==> config.mk <==
export PLATFORM = sky130hd
export DESIGN_NAME = scan_disk_scheduler
export DESIGN_NICKNAME = d
export VERILOG_FILES = /design/src/rtl/core/sds_pkg.sv /design/src/rtl/core/sds_ctrl.sv /design/src/rtl/core/sds_dpath.sv /design/src/rtl/core/scan_disk_scheduler.sv
export VERILOG_INCLUDE_DIRS = /design/src /design/src/rtl/core
export SDC_FILE = /design/constraint.sdc
export NUM_CORES = 1
export LEC_CHECK = 0
export BUFFER_PORTS_ARGS = -buffer_cell sky130_fd_sc_hd__buf_2
export CELL_PAD_IN_SITES_DETAIL_PLACEMENT = 0
export CELL_PAD_IN_SITES_GLOBAL_PLACEMENT = 1
export CORE_MARGIN = 4
export CORE_UTILIZATION = 48
export DETAILED_ROUTE_END_ITERATION = 10
export PLACE_DENSITY_LB_ADDON = 0.1
export SYNTH_ARGS = -nofsm -noshare
export SYNTH_HDL_FRONTEND = slang
export SYNTH_SLANG_ARGS = --single-unit
==> constraint.sdc <==
create_clock -name clock -period 5 [get_ports clock]
set_input_delay 0.25 -clock clock [delete_from_list [all_inputs] [get_ports clock]]
set_output_delay 0.25 -clock clock [all_outputs]
set_load 0.1 [all_outputs]
==> src/rtl/core/assert_macros.svh <==
// ----------------------------------------------------------------------------
// assert_macros.svh
// Assertion helpers shared by the scheduler modules.
// ----------------------------------------------------------------------------
`ifndef ASSERT_MACROS_SVH
`define ASSERT_MACROS_SVH

// property must hold on every rising clock edge outside reset
`define SDS_ASSERT(lbl, clk, rst, prop, msg) \
   lbl: assert property (@(posedge clk) disable iff (rst) prop) else $error(msg);

// expression must never be true outside reset
`define SDS_ASSERT_NEVER(lbl, clk, rst, expr, msg) \
   `SDS_ASSERT(lbl, clk, rst, !(expr), msg)

`endif

==> src/rtl/core/sds_pkg.sv <==
// ----------------------------------------------------------------------------
// sds_pkg
// Shared types and constants of the SCAN disk scheduler.
// ----------------------------------------------------------------------------
package sds_pkg;

   localparam int DEF_MAX_QUEUE = 32;

   localparam int CYL_W  = 16;
   localparam int DISK_W = 17;
   localparam int SEEK_W = 24;

   localparam logic REQ_LOAD  = 1'b0;
   localparam logic REQ_START = 1'b1;

   localparam logic [1:0] CSR_DISK_CYLINDERS = 2'd0;
   localparam logic [1:0] CSR_START_HEAD     = 2'd1;
   localparam logic [1:0] CSR_SWEEP_RIGHT    = 2'd2;

   typedef enum logic [2:0] {
      ST_IDLE,
      ST_BND_LO,
      ST_BND_HI,
      ST_SCAN,
      ST_DRAIN,
      ST_EVAL,
      ST_SEND
   } sds_state_type;

   typedef struct packed {
      logic load_wr;
      logic bnd_lo_wr;
      logic bnd_hi_wr;
      logic run_init;
      logic scan_start;
      logic scan_step;
      logic phase_flip;
      logic eval_out;
      logic out_ack;
      logic run_clear;
   } sds_cmd_type;

   typedef struct packed {
      logic scan_last;
      logic found;
      logic last;
   } sds_sts_type;

   // upper boundary cylinder with the cylinder count clamped to 1..65536
   function automatic logic [CYL_W-1:0] upper_bound(input logic [DISK_W-1:0] cyl);
      logic [CYL_W-1:0] res;
      if (cyl == '0) begin
         res = '0;
      end else if (cyl[DISK_W-1]) begin
         res = '1;
      end else begin
         res = cyl[CYL_W-1:0] - CYL_W'(1);
      end
      return res;
   endfunction

endpackage

==> src/rtl/core/sds_ctrl.sv <==
// ----------------------------------------------------------------------------
// sds_ctrl
// Sequencer: loads, boundary insert, per-visit store scan and result handoff.
// ----------------------------------------------------------------------------
`include "assert_macros.svh"

module sds_ctrl import sds_pkg::*; (
   input  logic        clock,
   input  logic        reset,
   input  logic        req_valid,
   input  logic        req_type,
   output logic        req_stall,
   output logic        rsp_valid,
   input  logic        rsp_stall,
   input  sds_sts_type sts,
   output sds_cmd_type cmd
);

   sds_state_type state_ff, state_in;

   always_ff @(posedge clock) begin
      if (reset) begin
         state_ff <= ST_IDLE;
      end else begin
         state_ff <= state_in;
      end
   end

   always_comb begin
      state_in = state_ff;
      case (state_ff)
         ST_IDLE: begin
            if (req_valid && req_type == REQ_START) state_in = ST_BND_LO;
         end
         ST_BND_LO: state_in = ST_BND_HI;
         ST_BND_HI: state_in = ST_SCAN;
         ST_SCAN: begin
            if (sts.scan_last) state_in = ST_DRAIN;
         end
         ST_DRAIN: state_in = ST_EVAL;
         ST_EVAL: begin
            state_in = sts.found ? ST_SEND : ST_SCAN;
         end
         ST_SEND: begin
            if (!rsp_stall) state_in = sts.last ? ST_IDLE : ST_SCAN;
         end
         default: state_in = ST_IDLE;
      endcase
   end

   always_comb begin
      cmd       = '0;
      req_stall = 1'b1;
      rsp_valid = 1'b0;
      case (state_ff)
         ST_IDLE: begin
            req_stall = 1'b0;
            if (req_valid) begin
               cmd.load_wr  = (req_type == REQ_LOAD);
               cmd.run_init = (req_type == REQ_START);
            end
         end
         ST_BND_LO: cmd.bnd_lo_wr = 1'b1;
         ST_BND_HI: begin
            cmd.bnd_hi_wr  = 1'b1;
            cmd.scan_start = 1'b1;
         end
         ST_SCAN: cmd.scan_step = 1'b1;
         ST_DRAIN: ;
         ST_EVAL: begin
            if (sts.found) begin
               cmd.eval_out = 1'b1;
            end else begin
               cmd.phase_flip = 1'b1;
               cmd.scan_start = 1'b1;
            end
         end
         ST_SEND: begin
            rsp_valid = 1'b1;
            if (!rsp_stall) begin
               cmd.out_ack    = 1'b1;
               cmd.run_clear  = sts.last;
               cmd.scan_start = !sts.last;
            end
         end
         default: ;
      endcase
   end

   `SDS_ASSERT(a_last_to_idle, clock, reset, (state_ff == ST_SEND && !rsp_stall && sts.last) |=> (state_ff == ST_IDLE), "run did not end after final word")
   `SDS_ASSERT(a_scan_ends, clock, reset, (state_ff == ST_DRAIN) |-> $past(sts.scan_last), "scan left early")

endmodule

==> src/rtl/core/sds_dpath.sv <==
// ----------------------------------------------------------------------------
// sds_dpath
// Request store, ordered next-entry search, head and seek bookkeeping.
// ----------------------------------------------------------------------------
`include "assert_macros.svh"

module sds_dpath import sds_pkg::*; #(
   parameter int MAX_QUEUE = DEF_MAX_QUEUE
) (
   input  logic              clock,
   input  logic              reset,
   input  sds_cmd_type       cmd,
   output sds_sts_type       sts,
   input  logic [CYL_W-1:0]  req_cylinder,
   input  logic [DISK_W-1:0] disk_cylinders,
   input  logic [CYL_W-1:0]  start_head,
   input  logic              sweep_right,
   output logic [CYL_W-1:0]  rsp_position,
   output logic [SEEK_W-1:0] rsp_seek_total,
   output logic              rsp_last
);

   localparam int Depth = MAX_QUEUE + 2;
   localparam int IW    = $clog2(Depth);
   localparam int KW    = $clog2(Depth + 1);
   localparam int KeyW  = CYL_W + IW;

   logic [CYL_W-1:0]  mem [Depth];

   logic [IW-1:0]     count_ff, count_in;
   logic [IW-1:0]     scan_addr_ff, scan_addr_in;
   logic [IW-1:0]     rd_idx_ff;
   logic              rd_valid_ff;
   logic [CYL_W-1:0]  rd_data_ff;
   logic              best_valid_ff, best_valid_in;
   logic [KeyW-1:0]   best_key_ff, best_key_in;
   logic [KeyW-1:0]   thr_key_ff, thr_key_in;
   logic              asc_ff, asc_in;
   logic              first_ff, first_in;
   logic [KW-1:0]     k_ff, k_in;
   logic [CYL_W-1:0]  head_ff, head_in;
   logic [SEEK_W-1:0] accum_ff, accum_in;
   logic [CYL_W-1:0]  pos_ff, pos_in;
   logic [SEEK_W-1:0] seek_ff, seek_in;
   logic              last_ff, last_in;

   logic              wr_en;
   logic [IW-1:0]     wr_addr;
   logic [CYL_W-1:0]  wr_data;
   logic              full;
   logic [KeyW-1:0]   cand_key;
   logic              cand_ok;
   logic              better;
   logic [CYL_W-1:0]  best_v;
   logic [CYL_W-1:0]  seek_step;

   assign full      = (count_ff == IW'(MAX_QUEUE));
   assign cand_key  = {rd_data_ff, rd_idx_ff};
   assign best_v    = best_key_ff[KeyW-1 -: CYL_W];
   assign seek_step = (best_v > head_ff) ? (best_v - head_ff) : (head_ff - best_v);

   always_comb begin
      wr_en   = 1'b0;
      wr_addr = count_ff;
      wr_data = req_cylinder;
      if (cmd.load_wr && !full) begin
         wr_en = 1'b1;
      end else if (cmd.bnd_lo_wr) begin
         wr_en   = 1'b1;
         wr_data = '0;
      end else if (cmd.bnd_hi_wr) begin
         wr_en   = 1'b1;
         wr_addr = count_ff + IW'(1);
         wr_data = upper_bound(disk_cylinders);
      end
   end

   always_ff @(posedge clock) begin
      if (wr_en) mem[wr_addr] <= wr_data;
      if (cmd.scan_step) begin
         rd_data_ff <= mem[scan_addr_ff];
         rd_idx_ff  <= scan_addr_ff;
      end
   end

   always_comb begin
      if (asc_ff) begin
         cand_ok = first_ff ? (rd_data_ff > start_head) : (cand_key > thr_key_ff);
         better  = !best_valid_ff || (cand_key < best_key_ff);
      end else begin
         cand_ok = first_ff ? (rd_data_ff <= start_head) : (cand_key < thr_key_ff);
         better  = !best_valid_ff || (cand_key > best_key_ff);
      end
   end

   always_comb begin
      count_in      = count_ff;
      scan_addr_in  = scan_addr_ff;
      best_valid_in = best_valid_ff;
      best_key_in   = best_key_ff;
      thr_key_in    = thr_key_ff;
      asc_in        = asc_ff;
      first_in      = first_ff;
      k_in          = k_ff;
      head_in       = head_ff;
      accum_in      = accum_ff;
      pos_in        = pos_ff;
      seek_in       = seek_ff;
      last_in       = last_ff;

      if (cmd.load_wr && !full) count_in = count_ff + IW'(1);
      if (cmd.run_clear) count_in = '0;

      if (cmd.run_init) begin
         head_in  = start_head;
         accum_in = '0;
         k_in     = '0;
         first_in = 1'b1;
         asc_in   = sweep_right;
      end

      if (cmd.phase_flip) begin
         asc_in   = !asc_ff;
         first_in = 1'b1;
      end

      if (rd_valid_ff && cand_ok && better) begin
         best_valid_in = 1'b1;
         best_key_in   = cand_key;
      end

      if (cmd.scan_start) begin
         scan_addr_in  = '0;
         best_valid_in = 1'b0;
      end else if (cmd.scan_step) begin
         scan_addr_in = scan_addr_ff + IW'(1);
      end

      if (cmd.eval_out) begin
         pos_in  = best_v;
         seek_in = accum_ff + SEEK_W'(seek_step);
         last_in = (k_ff == KW'(count_ff) + KW'(1));
      end

      if (cmd.out_ack) begin
         accum_in   = seek_ff;
         head_in    = pos_ff;
         thr_key_in = best_key_ff;
         first_in   = 1'b0;
         k_in       = k_ff + KW'(1);
      end
   end

   always_ff @(posedge clock) begin
      if (reset) begin
         count_ff      <= '0;
         rd_valid_ff   <= 1'b0;
         best_valid_ff <= 1'b0;
         asc_ff        <= 1'b1;
         first_ff      <= 1'b1;
         k_ff          <= '0;
      end else begin
         count_ff      <= count_in;
         rd_valid_ff   <= cmd.scan_step;
         best_valid_ff <= best_valid_in;
         asc_ff        <= asc_in;
         first_ff      <= first_in;
         k_ff          <= k_in;
      end
   end

   always_ff @(posedge clock) begin
      scan_addr_ff <= scan_addr_in;
      best_key_ff  <= best_key_in;
      thr_key_ff   <= thr_key_in;
      head_ff      <= head_in;
      accum_ff     <= accum_in;
      pos_ff       <= pos_in;
      seek_ff      <= seek_in;
      last_ff      <= last_in;
   end

   assign sts.scan_last = (scan_addr_ff == count_ff + IW'(1));
   assign sts.found     = best_valid_ff;
   assign sts.last      = last_ff;

   assign rsp_position   = pos_ff;
   assign rsp_seek_total = seek_ff;
   assign rsp_last       = last_ff;

   `SDS_ASSERT_NEVER(a_count_cap, clock, reset, count_ff > IW'(MAX_QUEUE),
                     "store count above capacity")
   `SDS_ASSERT(a_scan_bound, clock, reset,
               cmd.scan_step |-> (scan_addr_ff <= count_ff + IW'(1)),
               "scan read past boundaries")
   `SDS_ASSERT(a_eval_found, clock, reset, cmd.eval_out |-> best_valid_ff,
               "result loaded without a match")

endmodule

==> src/rtl/core/scan_disk_scheduler.sv <==
// ----------------------------------------------------------------------------
// scan_disk_scheduler
// SCAN (elevator) disk scheduler with load-then-run request store.
// ----------------------------------------------------------------------------
// Load words are accepted while idle and may stream back to back. A start
// word inserts the two boundary cylinders and then produces one result word
// per store scan. Each scan reads every stored request and both boundaries
// through the single read port of the request store, then takes a compare
// drain, a select and a send that waits while rsp_stall is high; where the
// sweep turns, one extra empty scan finds no match. The block takes no new
// word until the final result of a run has been taken.

module scan_disk_scheduler import sds_pkg::*; #(
   parameter int MAX_QUEUE = DEF_MAX_QUEUE
) (
   input  logic              clock,
   input  logic              reset,
   input  logic              req_valid,
   output logic              req_stall,
   input  logic              req_type,
   input  logic [CYL_W-1:0]  req_cylinder,
   output logic              rsp_valid,
   input  logic              rsp_stall,
   output logic [CYL_W-1:0]  rsp_position,
   output logic [SEEK_W-1:0] rsp_seek_total,
   output logic              rsp_last,
   input  logic              csr_valid,
   output logic              csr_ready,
   input  logic [1:0]        csr_index,
   input  logic [DISK_W-1:0] csr_data
);

   logic [DISK_W-1:0] disk_cyl_ff;
   logic [CYL_W-1:0]  start_head_ff;
   logic              sweep_right_ff;
   sds_cmd_type       cmd;
   sds_sts_type       sts;

   assign csr_ready = 1'b1;

   always_ff @(posedge clock) begin
      if (reset) begin
         disk_cyl_ff    <= DISK_W'(65536);
         start_head_ff  <= '0;
         sweep_right_ff <= 1'b1;
      end else if (csr_valid && csr_ready) begin
         case (csr_index)
            CSR_DISK_CYLINDERS: disk_cyl_ff    <= csr_data;
            CSR_START_HEAD:     start_head_ff  <= csr_data[CYL_W-1:0];
            CSR_SWEEP_RIGHT:    sweep_right_ff <= csr_data[0];
            default: ;
         endcase
      end
   end

   sds_ctrl u_ctrl (
      .clock     (clock),
      .reset     (reset),
      .req_valid (req_valid),
      .req_type  (req_type),
      .req_stall (req_stall),
      .rsp_valid (rsp_valid),
      .rsp_stall (rsp_stall),
      .sts       (sts),
      .cmd       (cmd)
   );

   sds_dpath #(
      .MAX_QUEUE (MAX_QUEUE)
   ) u_dpath (
      .clock          (clock),
      .reset          (reset),
      .cmd            (cmd),
      .sts            (sts),
      .req_cylinder   (req_cylinder),
      .disk_cylinders (disk_cyl_ff),
      .start_head     (start_head_ff),
      .sweep_right    (sweep_right_ff),
      .rsp_position   (rsp_position),
      .rsp_seek_total (rsp_seek_total),
      .rsp_last       (rsp_last)
   );

endmodule
==> summary.md <==
| Metric | Value |
|---|---|
| DR DRC count | `0` |
| Most common cell after layout, fill and taps aside | `edfxtp_1` |
| F_max | `0.212 GHz` |
| DR iter-0 viols | `1358` |
| Maximum vdd drop | `310 uV` |
| Multi-input logic area | `10100 um^2` |
| DR pass1 iterations | `5` |
| Layout cells sized above 1 | `20.9%` |
| Clock slew at reported path FFs | `0.06 ns` |
| Register area | `21900 um^2` |
| Area share of the largest cell type after synthesis | `63.6%` |
| Post-synthesis sequential area ratio | `67.2%` |
| Clock latency on the worst-skew pair | `0.64 ns` |
| Main synth FF type | `edfxtp_1` |
| Post-synth EDFFs | `691` |
| Vias | `18300` |
| ANT nets after route | `0` |
| Io pins | `85` |
| DP HPWL | `51300 um` |
| Longest Clk Path Bufs | `3` |
| Leakage | `0.0128 uW` |
| # nets final | `2405` |
| CTS tree | `done` |
| Critical path's largest stage delay | `0.58 ns` |
| Post-synth net total | `2225` |
| CP most frequent cell | `buf_4` |
| Post-synthesis area per instance | `15.8 um^2` |
| GRT overflow | `0` |
| Crit Path Category | `reg2reg` |
| Worst Path Max Fanout | `13` |
| #FFs+latches synth | `750` |
| TritonCTS Buffers | `81` |
| First element of the critical path | `u_dpath.best_key_ff[15]$_DFFE_PP_` |
| Critical Path End Type | `flop` |
| Hold_ws | `0.0418 ns` |
| Max-cap violation count | `0` |
| CTS H-Tree Depth | `3` |
| Synth cell types | `69` |
| Chip height | `269 um` |
| Fin. max-slew vios | `0` |
| Worst EP arrival | `5.09 ns` |
| Ys async rst share | `0%` |
| Worst Skew | `0.0391 ns` |
| Die X | `269 um` |
| Status | `complete, no violations` |
| # fillers | `5388` |
| Reg2Reg Launch Point | `u_dpath.best_key_ff[15]$_DFFE_PP_` |
| Final period utilization | `94.2%` |
| Vias per cell | `5.73` |
| CP Data Required Time | `5.38 ns` |
| Standard-cell rows | `95` |
| Routed WL | `80100 um` |
| Average wire per standard cell | `25.1 um` |
| Final setup viols | `0` |
| Gr usage total | `22.4%` |
| Worst slew margin | `25.8%` |
| Final Hold Violating Endpoints | `0` |
| First-pass GRT wire length | `120000 um` |
| Commonest cells after routing, fill and taps aside | `edfxtp_1, mux4_2, nand2_1` |
| Core area | `67300 um^2` |
| Worst Setup Start Kind | `flop` |
| Largest net degree at the start of global routing | `83` |
| Ranking of synthesized cells by area | `edfxtp_1, mux4_2, ha_1, dfxtp_1, nand2_1` |
| Final TNS setup | `0 ns` |
| Starting density of the core | `48.5%` |
| Synthesized cell area | `32700 um^2` |
| Pwr per Cell Area | `458 nW/um^2` |
| Final design area excluding fillers | `37500 um^2` |
| CTS Sinks | `750` |
| GPL Wtd Cong | `0.848` |
| Port Buffers | `83` |
| Post-Route Utilization | `55.7%` |
| Area growth from synthesis to layout | `14.8%` |
| HP Class | `in2reg` |
| Root Driver | `clkbuf_16` |
| Vias in the first global route | `18900` |
| Cell accounting for the most synthesized area | `edfxtp_1` |
| Initial antenna violation count | `0` |
| Worst Max-Slew Pin Slew | `1.11 ns` |
| CP Cell Sequence | `ha_1, nand4_2, or2_1, or4_4, o21a_2, buf_4, o211ai_1, a21oi_2, a21oi_1, xnor2_1, ha_1, buf_4, o21ai_0, nand2b_1, o31ai_1, o21ai_0, a31oi_1, buf_4, nor2_1, xor2_1` |
| Cells after Synth | `2068` |
| ANT cells | `0` |
| Minimum clock period | `4.71 ns` |
| Die Area | `72300 um^2` |
| Dpl cell area | `34600 um^2` |
| Worst Hold Launch | `csr_index[1]` |
| Critical path's slowest cell | `or4_4` |
| Yosys warnings | `0` |
==> registers in the layout (all words and copies together), names as in the netlist, 3 cells and up <==
register / cells
disk_cyl_ff: 17
start_head_ff: 16
u_ctrl.state_ff: 3
u_dpath.accum_ff: 24
u_dpath.best_key_ff: 22
u_dpath.count_ff: 6
u_dpath.head_ff: 16
u_dpath.k_ff: 6
u_dpath.mem: 544
u_dpath.rd_data_ff: 16
u_dpath.rd_idx_ff: 6
u_dpath.rsp_position: 16
u_dpath.rsp_seek_total: 24
u_dpath.scan_addr_ff: 6
u_dpath.thr_key_ff: 22
==> what timing repair did <==
action,4_1_cts,5_1_grt
buffers inserted,0,0
setup endpoints to repair,0,11
resized for setup,0,8
hold buffers,19,0
endpoints found under the hold margin,35,0
==> worst paths after layout <==
kind / endpoint / depth (start not counted) / slack, ns
min reg2reg: u_dpath.thr_key_ff[0]$_DFFE_PP_ / 0 / 0.44
max reg2reg: u_dpath.rsp_seek_total[22]$_DFFE_PP_ / 20 / 0.29
max: u_dpath.rsp_seek_total[22]$_DFFE_PP_ / 20 / 0.29
min: sweep_right_ff$_SDFFE_PP1P_ / 4 / 0.04
==> critical path: cells and delay by family, from the launching register on <==
family	cells	cell delay, ns
flip-flops	1	0.43
buffers and inverters	3	0.61
XOR/XNOR	2	0.32
AO/OA/AOI/OAI	8	1.22
adder cells (fa/ha/maj)	2	0.64
AND/OR/NAND/NOR	5	1.21
==> stage by stage <==
step | setup slack (ns) | std cells | total power, uW
3_3_place_gp | 0.0752 | 3019 | 11300
3_5_place_dp | 0.120 | 3019 | 11300
4_1_cts | 0.0827 | 3188 | 17400
6_report | 0.292 | 3188 | 17200
2_1_floorplan | 0.179 | 2068 | 10100
5_1_grt | -0.0200 | 3188 | 17900
==> layer usage <==
layer	part of all wire, %	GRT usage [%]	wire (um)	vias to the layer above
met5	0	0	0	-
met4	2.5	6.06	2040	0
met3	3.9	3.01	3090	122
met2	52	40.3	41700	396
met1	42	29.0	33300	9400
li1	-	-	-	8339
==> power breakdown <==
group	leakage (uW)	internal, uW	switching, uW
sequential	0.00673	7400	176
combinational	0.00480	1550	2010
clock	0.00130	3550	2480
==> area by class of cell <==
cell class | instances | share of cell area [%]
sequential | 750 | 58.6
multi-input combinational | 1128 | 26.9
clock buffer | 110 | 5.90
timing repair buffer | 184 | 3.39
tap | 873 | 2.92
clock inverter | 40 | 1.31
inverter | 103 | 1.03
==> cell families after synthesis <==
family / count (synthesis) / synth area share [%]
adders and majority gates: 116 / 4.51
and+or+nand+nor: 442 / 6.34
xor gates and xnor gates: 75 / 2.01
buffers and inverters: 190 / 2.30
other: 1 / 0.0115
AOI/OAI and AO/OA: 308 / 5.78
muxes: 186 / 11.9
DFF: 750 / 67.2
==> Yosys cell counts, types with 24 or more instances <==
| cell type | count |
|---|---|
| o21ai_0 | 70 |
| edfxtp_1 | 691 |
| nor2_1 | 118 |
| a21o_1 | 34 |
| a21oi_1 | 115 |
| mux4_2 | 160 |
| xnor2_1 | 37 |
| ha_1 | 113 |
| xor2_1 | 38 |
| a211oi_1 | 30 |
| dfxtp_1 | 59 |
| and2_1 | 26 |
| nand2_1 | 154 |
| inv_1 | 102 |
| clkbuf_1 | 56 |
| mux2i_1 | 24 |
No activity file was read; power rests on OpenSTA's default activity.
